`config.mk`:
```
export PLATFORM = sky130hd
export DESIGN_NAME = bsdf_out_buf
export DESIGN_NICKNAME = d
export VERILOG_FILES = /design/src/hw/rtl/bsdf_pkg.sv /design/src/hw/rtl/bsdf_out_buf.sv
export SDC_FILE = /design/constraint.sdc
export NUM_CORES = 1
export LEC_CHECK = 0
export ABC_AREA = 0
export BUFFER_PORTS_ARGS = -buffer_cell sky130_fd_sc_hd__clkbuf_2
export CORE_UTILIZATION = 46
export DETAILED_ROUTE_END_ITERATION = 7
export HOLD_SLACK_MARGIN = 0.03
export PLACE_DENSITY = 0.7
export SKIP_CTS_REPAIR_TIMING = 1
export SLEW_MARGIN = 20
export SYNTH_ARGS = -nofsm -noshare
export SYNTH_HDL_FRONTEND = slang
export SYNTH_SLANG_ARGS = --single-unit
export TNS_END_PERCENT = 1
```
`constraint.sdc`:
```
create_clock -name clk -period 2.7 [get_ports clk]
set_clock_uncertainty 0.05 [all_clocks]
set_input_delay 0.27 -clock clk [delete_from_list [all_inputs] [get_ports clk]]
set_output_delay 0.27 -clock clk [all_outputs]
set_load 0.02 [all_outputs]
```
`src/hw/rtl/bsdf_pkg.sv`:
```
// Shared types, constants and helper functions for the box distance merge core.
// No dependencies; used by every module in hw/rtl.
package bsdf_pkg;

  // Distance word width and largest representable distance
  localparam int DIST_W = 32;
  localparam int HALF_W = 31;
  localparam int RAD_W  = 64;
  localparam int ROOT_W = 32;
  localparam logic signed [DIST_W-1:0] DIST_MAX = 32'sh7FFF_FFFF;

  // Number of root digits, one pipeline stage each
  localparam int SQRT_STEPS = RAD_W / 2;

  // Configuration register indexes
  localparam int CFG_IDX_W = 3;
  localparam logic [CFG_IDX_W-1:0] REG_CENTER_X = 3'd0;
  localparam logic [CFG_IDX_W-1:0] REG_CENTER_Y = 3'd1;
  localparam logic [CFG_IDX_W-1:0] REG_CENTER_Z = 3'd2;
  localparam logic [CFG_IDX_W-1:0] REG_HALF_X   = 3'd3;
  localparam logic [CFG_IDX_W-1:0] REG_HALF_Y   = 3'd4;
  localparam logic [CFG_IDX_W-1:0] REG_HALF_Z   = 3'd5;

  // Per-item sideband carried alongside the radicand through the root pipeline
  typedef struct packed {
    logic signed [DIST_W-1:0] cur;      // stored distance
    logic signed [DIST_W-1:0] qmax;     // largest excess, valid when inside
    logic                     outside;  // some excess is positive
    logic                     too_big;  // some excess is 2^31 or more
  } side_t;

  // Working pair of the digit-by-digit root
  typedef struct packed {
    logic [RAD_W-1:0] rem;
    logic [RAD_W-1:0] root;
  } sqrt_t;

  // One digit of the integer square root
  function automatic sqrt_t sqrt_step(input sqrt_t s, input logic [RAD_W-1:0] bitv);
    logic [RAD_W-1:0] trial;
    sqrt_t            o;
    trial = s.root + bitv;
    if (s.rem >= trial) begin
      o.rem  = s.rem - trial;
      o.root = (s.root >> 1) + bitv;
    end else begin
      o.rem  = s.rem;
      o.root = s.root >> 1;
    end
    return o;
  endfunction

endpackage

```
`src/hw/rtl/bsdf_out_buf.sv`:
```
// Output register with skid entry; stalls the pipeline only when both are full.
// Depends on bsdf_pkg.
module bsdf_out_buf (
  input  logic                                clk,
  input  logic                                rst,
  output logic                                en,
  input  logic                                in_valid,
  input  logic signed [bsdf_pkg::DIST_W-1:0]  in_data,
  output logic                                m_tvalid,
  input  logic                                m_tready,
  output logic        [bsdf_pkg::DIST_W-1:0]  m_tdata
);

  logic                               skid_valid;
  logic signed [bsdf_pkg::DIST_W-1:0] skid_data;
  logic                               pop;

  assign pop = m_tvalid && m_tready;
  assign en  = !skid_valid;

  // Control: output and skid occupancy
  always_ff @(posedge clk) begin
    if (rst) begin
      m_tvalid   <= 1'b0;
      skid_valid <= 1'b0;
    end else if (skid_valid) begin
      if (pop) begin
        skid_valid <= 1'b0;
      end
    end else if (in_valid) begin
      if (!m_tvalid || pop) begin
        m_tvalid <= 1'b1;
      end else begin
        skid_valid <= 1'b1;
      end
    end else if (pop) begin
      m_tvalid <= 1'b0;
    end
  end

  // Payload: load output from skid or from the pipeline
  always_ff @(posedge clk) begin
    if (skid_valid) begin
      if (pop) begin
        m_tdata <= skid_data;
      end
    end else if (in_valid) begin
      if (!m_tvalid || pop) begin
        m_tdata <= in_data;
      end else begin
        skid_data <= in_data;
      end
    end
  end

  // Skid entry is only used behind a held output
  a_skid_behind_out: assert property (@(posedge clk) disable iff (rst)
    skid_valid |-> m_tvalid)
    else $error("skid entry full while output empty");

  a_skid_fill_cause: assert property (@(posedge clk) disable iff (rst)
    $rose(skid_valid) |-> $past(m_tvalid && !m_tready))
    else $error("skid entry filled without a stalled output");

  a_skid_drain: assert property (@(posedge clk) disable iff (rst)
    (skid_valid && m_tready) |=> (m_tvalid && !skid_valid))
    else $error("skid entry not moved to output on transfer");

endmodule

```
# Word-level counts from Yosys, hierarchy flattened
# Index checks and enable logic that the tools add are counted.
# classes
addsub	0
mul	0
n_div	0
n_lt_le_gt_ge	0
n_eq_ne	2
shifts	0
muxes	11
bitwise	2
n_reduce_logical	10
# ops
op	n
2-to-1 mux 32 bit	4
AND reduction 3 bit	3
2-to-1 mux 1 bit	7
nonzero test 2 bit	3
!= test 2 x 1 -> 1 bit (second input constant)	2
logical NOT 1 bit	2
NOT 1 bit	2
logical AND 1 bit	1
logical OR 1 bit	1
# totals
ff_bits	66
latchBits	0
mem_bits_rw	0
mem_bits_ro	0
in_bits	36
out_inout_bits	34
elab_cells	29
n_memories	0

# Depth between registers and ports, before layout
# depth
depth_word	5
depth_mapped	4

# Least setup slack after synthesis
# No wires, ideal clock.
# synth_timing
kind	register to register
from	register skid_valid
to	register m_tdata[0] (netlist name), enable pin
setup_time_ps	432
arrival_ps	2291
t_required_ps	2218
setup_slack_ps	-73
stages_incl_launch_ff	5
period_less_slack_ps	2773
cell_sequence	dfxtp_1 -> buf_6 -> buf_12 -> mux2i_1 -> a21oi_1
# synth_via
elab_chain_cells	2
word_cells_on_any_way	4
classes_between	1 x eq/ne; 3 x reduce/logical
# synth_lines
item	line_no	rtl
from (decl)	bsdf_out_buf.sv:14	logic skid_valid;
from (signal assigned)	bsdf_out_buf.sv:25	skid_valid <= 1'b0;
from (signal assigned)	bsdf_out_buf.sv:28	skid_valid <= 1'b0;
from (signal assigned)	bsdf_out_buf.sv:34	skid_valid <= 1'b1;
!= test 2 x 1 -> 1 bit (no source line) / nonzero test 2 bit (equally long branches)	n/a	
AND reduction 3 bit (no source line) *	n/a	
to (signal assigned)	bsdf_out_buf.sv:45	m_tdata <= skid_data;
to (signal assigned)	bsdf_out_buf.sv:49	m_tdata <= in_data;
to (decl)	bsdf_out_buf.sv:11	output logic [bsdf_pkg::DIST_W-1:0] m_tdata
# Mark *: on every way between the ends. The rest lies on a longest branch, timed or not.
# A chain may end at the register's enable or synchronous reset.

# Worst setup path after layout
# layout_timing
from	register skid_valid
to	output port en
# layout_via
elab_chain_cells	1
# layout_lines
item	line_no	rtl
logical NOT 1 bit	bsdf_out_buf.sv:19	assign en = !skid_valid;
to (decl)	bsdf_out_buf.sv:6	output logic en,
# No other way between the ends.

==> impl_results.md <==
- Cts bufs inserted: 9
- Final hold slack: 0.0852 ns
- Chip width: 76.7 um
- Die area: 5880 um2
- Post-layout net count: 228
- Metal3 WL: around 280 um
- Hold-critical path endpoint: skid_valid
- CP cell instances: buf_4 -> inv_1 -> clkbuf_2
- Status: finished clean
- Drt pass-1 iters: 4
- LEAKAGE: 1.25 nW
- Largest net degree at the start of global routing: 37
- Setup CP Type: reg -> out
- Routed Antenna Nets: 0
- RSZ-0062 raised after global routing: no
- Area contributors post-synth: edfxtp_1 (75%), mux2_4 (16%), buf_12 (2.3%)
- Initial drt markers: 37
- Ant diodes: 0
- Reg-to-Reg End: skid_data[30]
- Crit path arrival time: 1.45 ns
- Synth top cells by count: edfxtp_1 (64), mux2_4 (27), mux2_2 (5)
- Met2 WL post-DR: 1.89 mm
- Final setup TNS: 0 ns
- Final period util: 0.655
- DRC: 0
- Startpoint types: flip-flop
- Worst r2r src: skid_valid
- Slew headroom: 0.615
- Final Power: 2.21 mW
- M1 wire length: about 1.7 mm
- Ys async rst share: 0
- Site row count: 26
- GRT Util Overall: 0.145
- Synthesis Warnings: 0
- Hold Path Origin: rst
- IO Pins: 70
- Critical path's largest stage delay: 0.49 ns
- Fin. max-slew vios: 0
- Type of the most critical hold path: in -> reg
- Cell taking the most area after synthesis: edfxtp_1
- Gr ovfl total: 0
- Most used DFF post-synth: edfxtp_1
- Clock-pin slew on the worst setup and hold paths: roughly 0.07 ns
- Post-synth top area share: 0.749
- Buffer levels on the longest clock path: 2
- Core area: 5240 um2
- CTS tree: built
- Final Hold Vio Count: 0
- Sw Share: 0.222
- Net Count, Synth: 149
- DR vias: 1,251
- Clk root buf: clkbuf_8
- Count leader, synth: edfxtp_1
- Drt wl/cell: 14.7 um
- Core Util, Final: 0.601
- Initial Utilization: 0.490
- Internal power: 1.72 mW
- Reg2reg path depth: 4
- Crit Path Max Fanout: 36
- Crit end category: output port
- Fmax: 566 MHz
- Critical-path top delay cell: buf_4
- Cell Area, Synth: 2570 um2
- Final Instance Area: roughly 3100 um2
- Pwr dens: 701 nW/um2
- Count of different cell masters after synthesis: 14
- Seq pwr share: 0.551
- Worst-skew pair later-pin latency: 0.32 ns
- Layout area overhead: 22.7%
- Synth Instances: 113
- Setup violators final: 0
- EDFF count, synth: 64
- Placed instance area: between 2000 and 3000 um2
- Flop2flop setup slack: 0.94 ns
- Max Used Layer: met4
- Htree depth: 3
- Wirelength, routed: 3.90 mm
- Antenna violations before repair: 0
- Seq/Total Area, Yosys: 0.765
- Seq cells post-synth: 66
- Sw Pwr: 0.490 mW
- Max-Cap Viols: 0
- Combinational power share: 0.115
- Clock sink count: between 60 and 70
- Ratio of cells with drive above 1 in the final layout: 0.597
- IO Port Bufs: 69
- Maximum VDD drop: 0.000350 V
- Final HPWL DP: 2.69 mm
- Worst Max-Slew Pin Slew: 0.577 ns
- Hold Crit Depth: 2
- Clk pwr share: 0.333
- Gpl congestion: 0.665
- Via density: 4.70
- Die Span Y: 76.7 um
- Final min period: about 1.8 ns
- Vias in the first global route: around 1,300
- CP required: 2.38 ns
- Avg Synthesized Cell Area: 22.7 um2
- Global-route wire length before repair: 6.29 mm
-- routing by layer --
| layer | vias up | track usage |
|---|---|---|
| li1 | 605 | - |
| met1 | 596 | 0.181 |
| met2 | 48 | 0.220 |
| met3 | 2 | 0.0548 |
| met4 | 0 | 0.0750 |
| met5 | - | 0 |
-- logic make-up (layout without fill, tap and decap cells) --
| family | count (synthesis) | after routing | synth area share |
|---|---|---|---|
| compound gates | 4 | 4 | 0.0102 |
| buf+inv | 7 | 90 | 0.0322 |
| flops | 66 | 66 | 0.765 |
| mux | 33 | 33 | 0.184 |
| simple gates | 3 | 3 | 0.00927 |
-- worst max path at each step --
stage | endpoint | cells after the start | start | slack, ns
after floorplan | m_tdata[0] | 4 | skid_valid | 0.64
after global placement | skid_data[14] | 4 | skid_valid | 0.99
after detailed placement | skid_data[1] | 4 | skid_valid | 0.92
after CTS | en | 3 | skid_valid | 0.89
after global routing | en | 3 | skid_valid | 0.80
final | en | 3 | skid_valid | 0.93
-- power groups by stage --
stage                     Clock, mW  Sequential, mW  Combinational, mW
after floorplan                   0            1.29              0.114
after CTS                     0.758            1.22              0.260
final                         0.736            1.22              0.255
after global placement            0            1.24              0.254
after detailed placement          0            1.24              0.260
after global routing          0.799            1.22              0.271
-- critical path: cells and delay by family, from the launching register on --
family	cells	cell delay [ns]
buf+inv	3	0.79
flops	1	0.33
-- flip-flops by register name, summed over array words and instances, names as in the netlist --
signal      flops
m_tdata        32
skid_valid      1
skid_data      32
m_tvalid        1
-- layout make-up --
type | count | area (um2)
multi-input combinational | 40 | 533
clock buffer | 9 | 124
tap | 70 | 87.6
inverter | 3 | 11.3
clock inverter | 6 | 48.8
sequential | 66 | 1960
fill | 395 | 2090
timing repair buffer | 72 | 380
-- metrics by stage --
| stage | setup WS [ns] | cells |
|---|---|---|
| 5_1_grt | 0.804 | 266 |
| 4_1_cts | 0.894 | 266 |
| 2_1_floorplan | 0.635 | 113 |
| 3_3_place_gp | 0.995 | 251 |
| 6_report | 0.933 | 266 |
| 3_5_place_dp | 0.924 | 251 |
-- placed cells by master (no fill, tap or decap) --
master and count:
clkbuf_2 69, edfxtp_1 64, mux2_4 27, clkbuf_8 9, mux2_2 5, clkinv_1 5
inv_1 3, buf_4 2, mux2i_1 1, a21oi_4 1, and4_1 1, a21oi_1 1
a211oi_1 1, and2b_2 1, nand2b_1 1, o32ai_1 1, bufinv_16 1, dfxtp_1 1
buf_12 1, dfxtp_2 1
(Power assumes the default switching activity.)
