File: src/hw/rtl/bsdf_pkg.sv
// Shared types, constants and helper functions for the box distance merge core.
// No dependencies; used by every module in hw/rtl.
package bsdf_pkg;

  // Distance word width and largest representable distance
  localparam int DIST_W = 32;
  localparam int HALF_W = 31;
  localparam int RAD_W  = 64;
  localparam int ROOT_W = 32;
  localparam logic signed [DIST_W-1:0] DIST_MAX = 32'sh7FFF_FFFF;

  // Number of root digits, one pipeline stage each
  localparam int SQRT_STEPS = RAD_W / 2;

  // Configuration register indexes
  localparam int CFG_IDX_W = 3;
  localparam logic [CFG_IDX_W-1:0] REG_CENTER_X = 3'd0;
  localparam logic [CFG_IDX_W-1:0] REG_CENTER_Y = 3'd1;
  localparam logic [CFG_IDX_W-1:0] REG_CENTER_Z = 3'd2;
  localparam logic [CFG_IDX_W-1:0] REG_HALF_X   = 3'd3;
  localparam logic [CFG_IDX_W-1:0] REG_HALF_Y   = 3'd4;
  localparam logic [CFG_IDX_W-1:0] REG_HALF_Z   = 3'd5;

  // Per-item sideband carried alongside the radicand through the root pipeline
  typedef struct packed {
    logic signed [DIST_W-1:0] cur;      // stored distance
    logic signed [DIST_W-1:0] qmax;     // largest excess, valid when inside
    logic                     outside;  // some excess is positive
    logic                     too_big;  // some excess is 2^31 or more
  } side_t;

  // Working pair of the digit-by-digit root
  typedef struct packed {
    logic [RAD_W-1:0] rem;
    logic [RAD_W-1:0] root;
  } sqrt_t;

  // One digit of the integer square root
  function automatic sqrt_t sqrt_step(input sqrt_t s, input logic [RAD_W-1:0] bitv);
    logic [RAD_W-1:0] trial;
    sqrt_t            o;
    trial = s.root + bitv;
    if (s.rem >= trial) begin
      o.rem  = s.rem - trial;
      o.root = (s.root >> 1) + bitv;
    end else begin
      o.rem  = s.rem;
      o.root = s.root >> 1;
    end
    return o;
  endfunction

endpackage

File: src/hw/rtl/bsdf_sqrt_pipe.sv
// Pipelined integer square root, one root digit per register stage.
// Carries the per-item sideband along; depends on bsdf_pkg.
module bsdf_sqrt_pipe (
  input  logic                              clk,
  input  logic                              rst,
  input  logic                              en,
  input  logic                              in_valid,
  input  logic [bsdf_pkg::RAD_W-1:0]        in_rad,
  input  bsdf_pkg::side_t                   in_side,
  output logic                              out_valid,
  output logic [bsdf_pkg::ROOT_W-1:0]       out_root,
  output bsdf_pkg::side_t                   out_side
);

  localparam int N = bsdf_pkg::SQRT_STEPS;

  logic            v    [N+1];
  bsdf_pkg::sqrt_t st   [N+1];
  bsdf_pkg::side_t side [N+1];

  assign v[0]         = in_valid;
  assign st[0].rem    = in_rad;
  assign st[0].root   = '0;
  assign side[0]      = in_side;

  for (genvar k = 0; k < N; k++) begin : g_step
    localparam logic [bsdf_pkg::RAD_W-1:0] Bit =
      bsdf_pkg::RAD_W'(1) << (bsdf_pkg::RAD_W - 2 - 2 * k);

    // Advance one digit per stage
    always_ff @(posedge clk) begin
      if (rst) begin
        v[k+1] <= 1'b0;
      end else if (en) begin
        v[k+1] <= v[k];
      end
    end

    always_ff @(posedge clk) begin
      if (en) begin
        st[k+1]   <= bsdf_pkg::sqrt_step(st[k], Bit);
        side[k+1] <= side[k];
      end
    end
  end

  assign out_valid = v[N];
  assign out_root  = st[N].root[bsdf_pkg::ROOT_W-1:0];
  assign out_side  = side[N];

endmodule

File: config.mk
export PLATFORM = sky130hd
export DESIGN_NAME = bsdf_sqrt_pipe
export DESIGN_NICKNAME = d
export VERILOG_FILES = /design/src/hw/rtl/bsdf_pkg.sv /design/src/hw/rtl/bsdf_sqrt_pipe.sv
export SDC_FILE = /design/constraint.sdc
export NUM_CORES = 2
export LEC_CHECK = 0
export ABC_CLOCK_PERIOD_IN_PS = 3900
export BUFFER_PORTS_ARGS = -buffer_cell sky130_fd_sc_hd__buf_2
export CORE_MARGIN = 8
export CORE_UTILIZATION = 60
export CTS_CLUSTER_DIAMETER = 150
export CTS_CLUSTER_SIZE = 20
export DETAILED_ROUTE_END_ITERATION = 8
export PLACE_DENSITY = 0.76
export SYNTH_ARGS = -nofsm -noshare
export SYNTH_HDL_FRONTEND = slang
export SYNTH_SLANG_ARGS = --single-unit
export TNS_END_PERCENT = 30
File: constraint.sdc
create_clock -name clk -period 3.9 [get_ports clk]
set_clock_uncertainty 0.1 [all_clocks]
set_input_delay 0.39 -clock clk [delete_from_list [all_inputs] [get_ports clk]]
set_output_delay 0.39 -clock clk [all_outputs]
set_load 0.005 [all_outputs]
### Word-level counts from Yosys, hierarchy flattened

Cells that the tools add are included.
W data, S select, Z words.

| cells by class | value |
|---|---|
| add/subtract/negate cells | 93 |
| magnitude comparators | 32 |
| muxes and demuxes | 32 |

Operator list:

| cell | number |
|---|---|
| $mux W128 | 31 |
| $ge A64 B64 Y1 | 31 |
| $sub A64 B64 Y64 | 30 |
| $add A63 B11 Y64 const B | 1 |
| $add A63 B13 Y64 const B | 1 |
| $add A63 B15 Y64 const B | 1 |
| $add A63 B17 Y64 const B | 1 |
| $add A63 B19 Y64 const B | 1 |
| $add A63 B21 Y64 const B | 1 |
| $add A63 B23 Y64 const B | 1 |
| $add A63 B25 Y64 const B | 1 |
| $add A63 B27 Y64 const B | 1 |
| $add A63 B29 Y64 const B | 1 |
| $add A63 B3 Y64 const B | 1 |
| $add A63 B31 Y64 const B | 1 |
| $add A63 B33 Y64 const B | 1 |
| $add A63 B35 Y64 const B | 1 |
| $add A63 B37 Y64 const B | 1 |
| $add A63 B39 Y64 const B | 1 |
| $add A63 B41 Y64 const B | 1 |
| $add A63 B43 Y64 const B | 1 |
| $add A63 B45 Y64 const B | 1 |
| $add A63 B47 Y64 const B | 1 |
| $add A63 B49 Y64 const B | 1 |
| other kinds (44) | 44 |

| word-level totals | value |
|---|---|
| flip-flop bits (word level) | 6144 |
| input port bits | 134 |
| output and inout bits | 99 |

### Logic depth before layout (Yosys ltp)

| depth | value |
|---|---|
| depth in word-level cells | 3 |
| gate-level depth with buffers | 14 |
| gate-level depth less buffers | 12 |

### Least setup slack after synthesis

No wires, ideal clock.

| timing | value |
|---|---|
| kind | reg2reg |
| start | reg st[2151] in the netlist's numbering |
| end | reg st[2042] in the netlist's numbering (data pin) |
| arrival | 3.190 ns |
| required time | 3.540 ns |
| path slack | 0.350 ns |
| cell stages (with the launch flop) | 13 |
| path through | edfxtp_1 -> ha_1 -> nand2_1 -> or4_1 -> o21ai_0 -> a21oi_1 -> o21ai_0 -> and3b_1 -> buf_2 -> a2111o_1 -> or3b_1 -> nor2_1 -> xor2_1 |

| on the way | value |
|---|---|
| word-level cells in the longest chain between the ends | 2 |

RTL lines:

| what | RTL line | RTL |
|---|---|---|
| start, declared | bsdf_sqrt_pipe.sv:18 | `bsdf_pkg::sqrt_t st [N+1];` |
| start signal, assigned by index | bsdf_sqrt_pipe.sv:41 | `st[k+1] <= bsdf_pkg::sqrt_step(st[k], Bit);` |
| $sub A64 B64 Y64 or $ge A64 B64 Y1 (tied branches) | bsdf_pkg.sv:44, bsdf_pkg.sv:43 |  |
| $mux W128 (*) | bsdf_pkg.sv:43 | `if (s.rem >= trial) begin` |

Every way passes the cells marked *; elsewhere a longest branch is shown, timed or not.
A chain may end at the register's enable or synchronous reset.

### Worst setup path in the final report

| timing | value |
|---|---|
| start | reg st[502] in the netlist's numbering |
| end | reg st[325] in the netlist's numbering (data pin) |

| on the way | value |
|---|---|
| word-level cells in the longest chain between the ends | 2 |

RTL lines:

| what | RTL line |
|---|---|
| $ge A64 B64 Y1 | bsdf_pkg.sv:43 |
| $mux W128 | bsdf_pkg.sv:43 |

No other way between the ends.

==> results_dict.tcl <==
set metrics [dict create \
    tns_ns 0 \
    via_count 98820 \
    yosysSeqAreaShare 0.7532 \
    drive_above_1_share 0.1060 \
    crit_type "flip-flop to flip-flop" \
    port_buffers 232 \
    start_util 0.6012 \
    wl_um 386700 \
    p_leak_uw 0.07448 \
    antenna_found_initial 24 \
    worst_path_most_repeated_cell "buf_4" \
    arrival_ns 4.43 \
    synth_cell_type_count 95 \
    synthFlopType "edfxtp_1" \
    syn_area_per_cell_um2 15.65 \
    synth.area.top_cells "edfxtp_1 (75%), ha_1 (3.8%), xnor2_1 (2.3%)" \
    rsz0062_at_grt "true" \
    setup-violations-final 0 \
    ios 233 \
    yosysWarnings 0 \
    clock_latency_ns 0.91 \
    grt_util_all_layers 0.2311 \
    first_global_vias 98620 \
    core_um2 308100 \
    fmax_mhz 261.4 \
    routed_via_density 5.824 \
    cp-end-kind "flip-flop" \
    fin_crit_sh 0.9808 \
    tritoncts "done" \
    clockBufferDepth 4 \
    clock-sinks 4656 \
    grt_max_degree 161 \
    die-area_um2 326700 \
    layout_common_cells "edfxtp_1 (4,624), inv_1 (711), nor2_1 (676)" \
    gp_congestion 0.9645 \
    cp_num_buf_inv 4 \
    async_flop_share 0 \
    relSlewSlack 0.2970 \
    finalHoldViolCount 0 \
    cap_violations 0 \
    cp-start-kind "flip-flop" \
    worstPathCellList "or4_1 -> or2_2 -> nor4_2 -> nand2b_1 -> a2111o_1 -> buf_4 -> nor3_4 -> buf_4 -> buf_4 -> buf_12 -> mux2i_1" \
    numCtsBuffers 270 \
    ys_ff_latch 4656 \
    ant_nets 0 \
    clkTransAtPathRegs_ns 0.09 \
    p_per_area_nw_per_um2 546.7 \
    dr.pass1.iters 8 \
    layout_commonest_cell "edfxtp_1" \
    crit_required_ns 4.51 \
    dieWidth_um 571.6 \
    overflow 0 \
    cp_max_fo 37 \
    irDropWorstVdd_mv 0.4034 \
    die_h_um 571.6 \
    cts_max_level 5 \
    hpwl_um 275500 \
    slew_violations 0 \
    route.detailed.drc 0 \
    critical_path.max_stage_delay_ns 0.56 \
    status "finished, final reports clean" \
    finalPower_uw 111900 \
    drt_iter0_drc 8742 \
    synth_fp_nets 12530 \
    slowest_stage "or4_1" \
    hold_path.class "input port to flip-flop" \
    finish.net_count 13480 \
    yosys.area.top_type_share 0.7497 \
    yosysTopAreaCell "edfxtp_1" \
    synth_area_um2 185200 \
    area_growth_pct 10.47 \
    path_delay_family "simple AND/OR/NAND/NOR gates" \
    syn_inst 11840 \
    placementRows 204 \
    synth_edf_count 4624 \
    root_buffer "clkbuf_16" \
    period_needed_ns 3.825 \
    worst_pin_slew_ns 1.047 \
    routedWlPerCell_um 22.79 \
    grt_pass1_wl_um 582900 \
]
cells in the mapped netlist, types with 20 or more instances:
library cell and count:
a21oi_1 632, edfxtp_1 4624, mux2i_1 44, or3_1 84, or2_2 25, and2_1 35
nand3_1 157, clkbuf_1 164, or4_1 74, nor2b_1 61, dfxtp_1 32, a31oi_1 52
nand4_1 159, buf_4 99, o21ai_0 442, nor3_1 240, a21o_1 238, o211ai_1 20
a211oi_1 50, o21bai_1 49, ha_1 558, nor4_1 325, mux2_2 86, nand2b_1 117
nor3b_1 22, nand3b_1 24, o21a_1 88, nor4b_1 52, and3_1 40, xor2_1 405
o31ai_1 30, nand2_1 631, nor2_1 677, inv_1 711, xnor2_1 482
worst paths after layout:
check,from,to,slack (ns),depth (start not counted)
worst min-delay path,in_side[52],side[2098],0.09,2
worst max register to register,st[502],st[325],0.07,11
worst max-delay path,st[502],st[325],0.07,11
worst min register to register,side[1378],side[1312],0.29,0
cell type report:
class / count / area [um2]
Sequential cell: 4656 / 139500
Fill cell: 20860 / 103500
Multi-Input combinational cell: 6180 / 42070
Timing Repair Buffer: 967 / 7749
Clock buffer: 283 / 6848
Tap cell: 4120 / 5155
Inverter: 711 / 2669
Clock inverter: 26 / 556.8
Antenna cell: 25 / 62.56
where the power goes:
part | total (uW) | internal, uW | switching, uW
Clock | 28200 | 12800 | 15300
Combinational | 19300 | 8160 | 11100
Sequential | 64400 | 61000 | 3390
Total | 112000 | 82000 | 29900
metal layers:
layer  vias to the layer above  wire length, um  track usage
met2                      3063           191900       0.4030
li1                      46350                -            -
met1                     48690           158200       0.2989
met3                       706            19230      0.02898
met4                         8            17110      0.08785
met5                         -              306            0
state kept, by name, indices dropped and copies added (netlist names):
register and flops:
out_side 66, side 2046, v 31, st 2480, out_root 32, out_valid 1
timing repair:
action,in CTS,in global routing
buffers inserted,0,14
hold endpoints to repair,174,0
setup endpoints to repair,66,156
gates cloned,1,0
hold buffers,147,0
gates resized for setup,19,76
pin swaps,5,8
kinds of logic (layout without fill, tap and decap cells):
logic type / Yosys count / after routing / share of synthesized area
compound gates: 1800 / 1800 / 0.05955
simple gates: 2798 / 2798 / 0.07695
mux: 136 / 136 / 0.008093
fa+ha+maj: 558 / 558 / 0.03770
flops: 4656 / 4656 / 0.7532
buf+inv: 1001 / 1987 / 0.02250
xor+xnor: 888 / 888 / 0.04203
other cells: 0 / 25 / 0
per-stage QoR:
step | cell area [um2] | util | setup slack (ns) | instances | hold slack, ns
finish | 204600 | 0.6641 | 0.07497 | 16970 | 0.09257
global route | 204600 | 0.6641 | -0.04815 | 16960 | 0.03643
CTS | 204000 | 0.6623 | -0.004992 | 16930 | 0.0005920
detailed placement | 195100 | 0.6331 | -0.4365 | 16470 | 0.3045
global placement | 195000 | 0.6331 | -1.316 | 16470 | 0.3002
floorplan | 185200 | - | 0.3496 | 11840 | 0.3003
(Power assumes the default switching activity.)
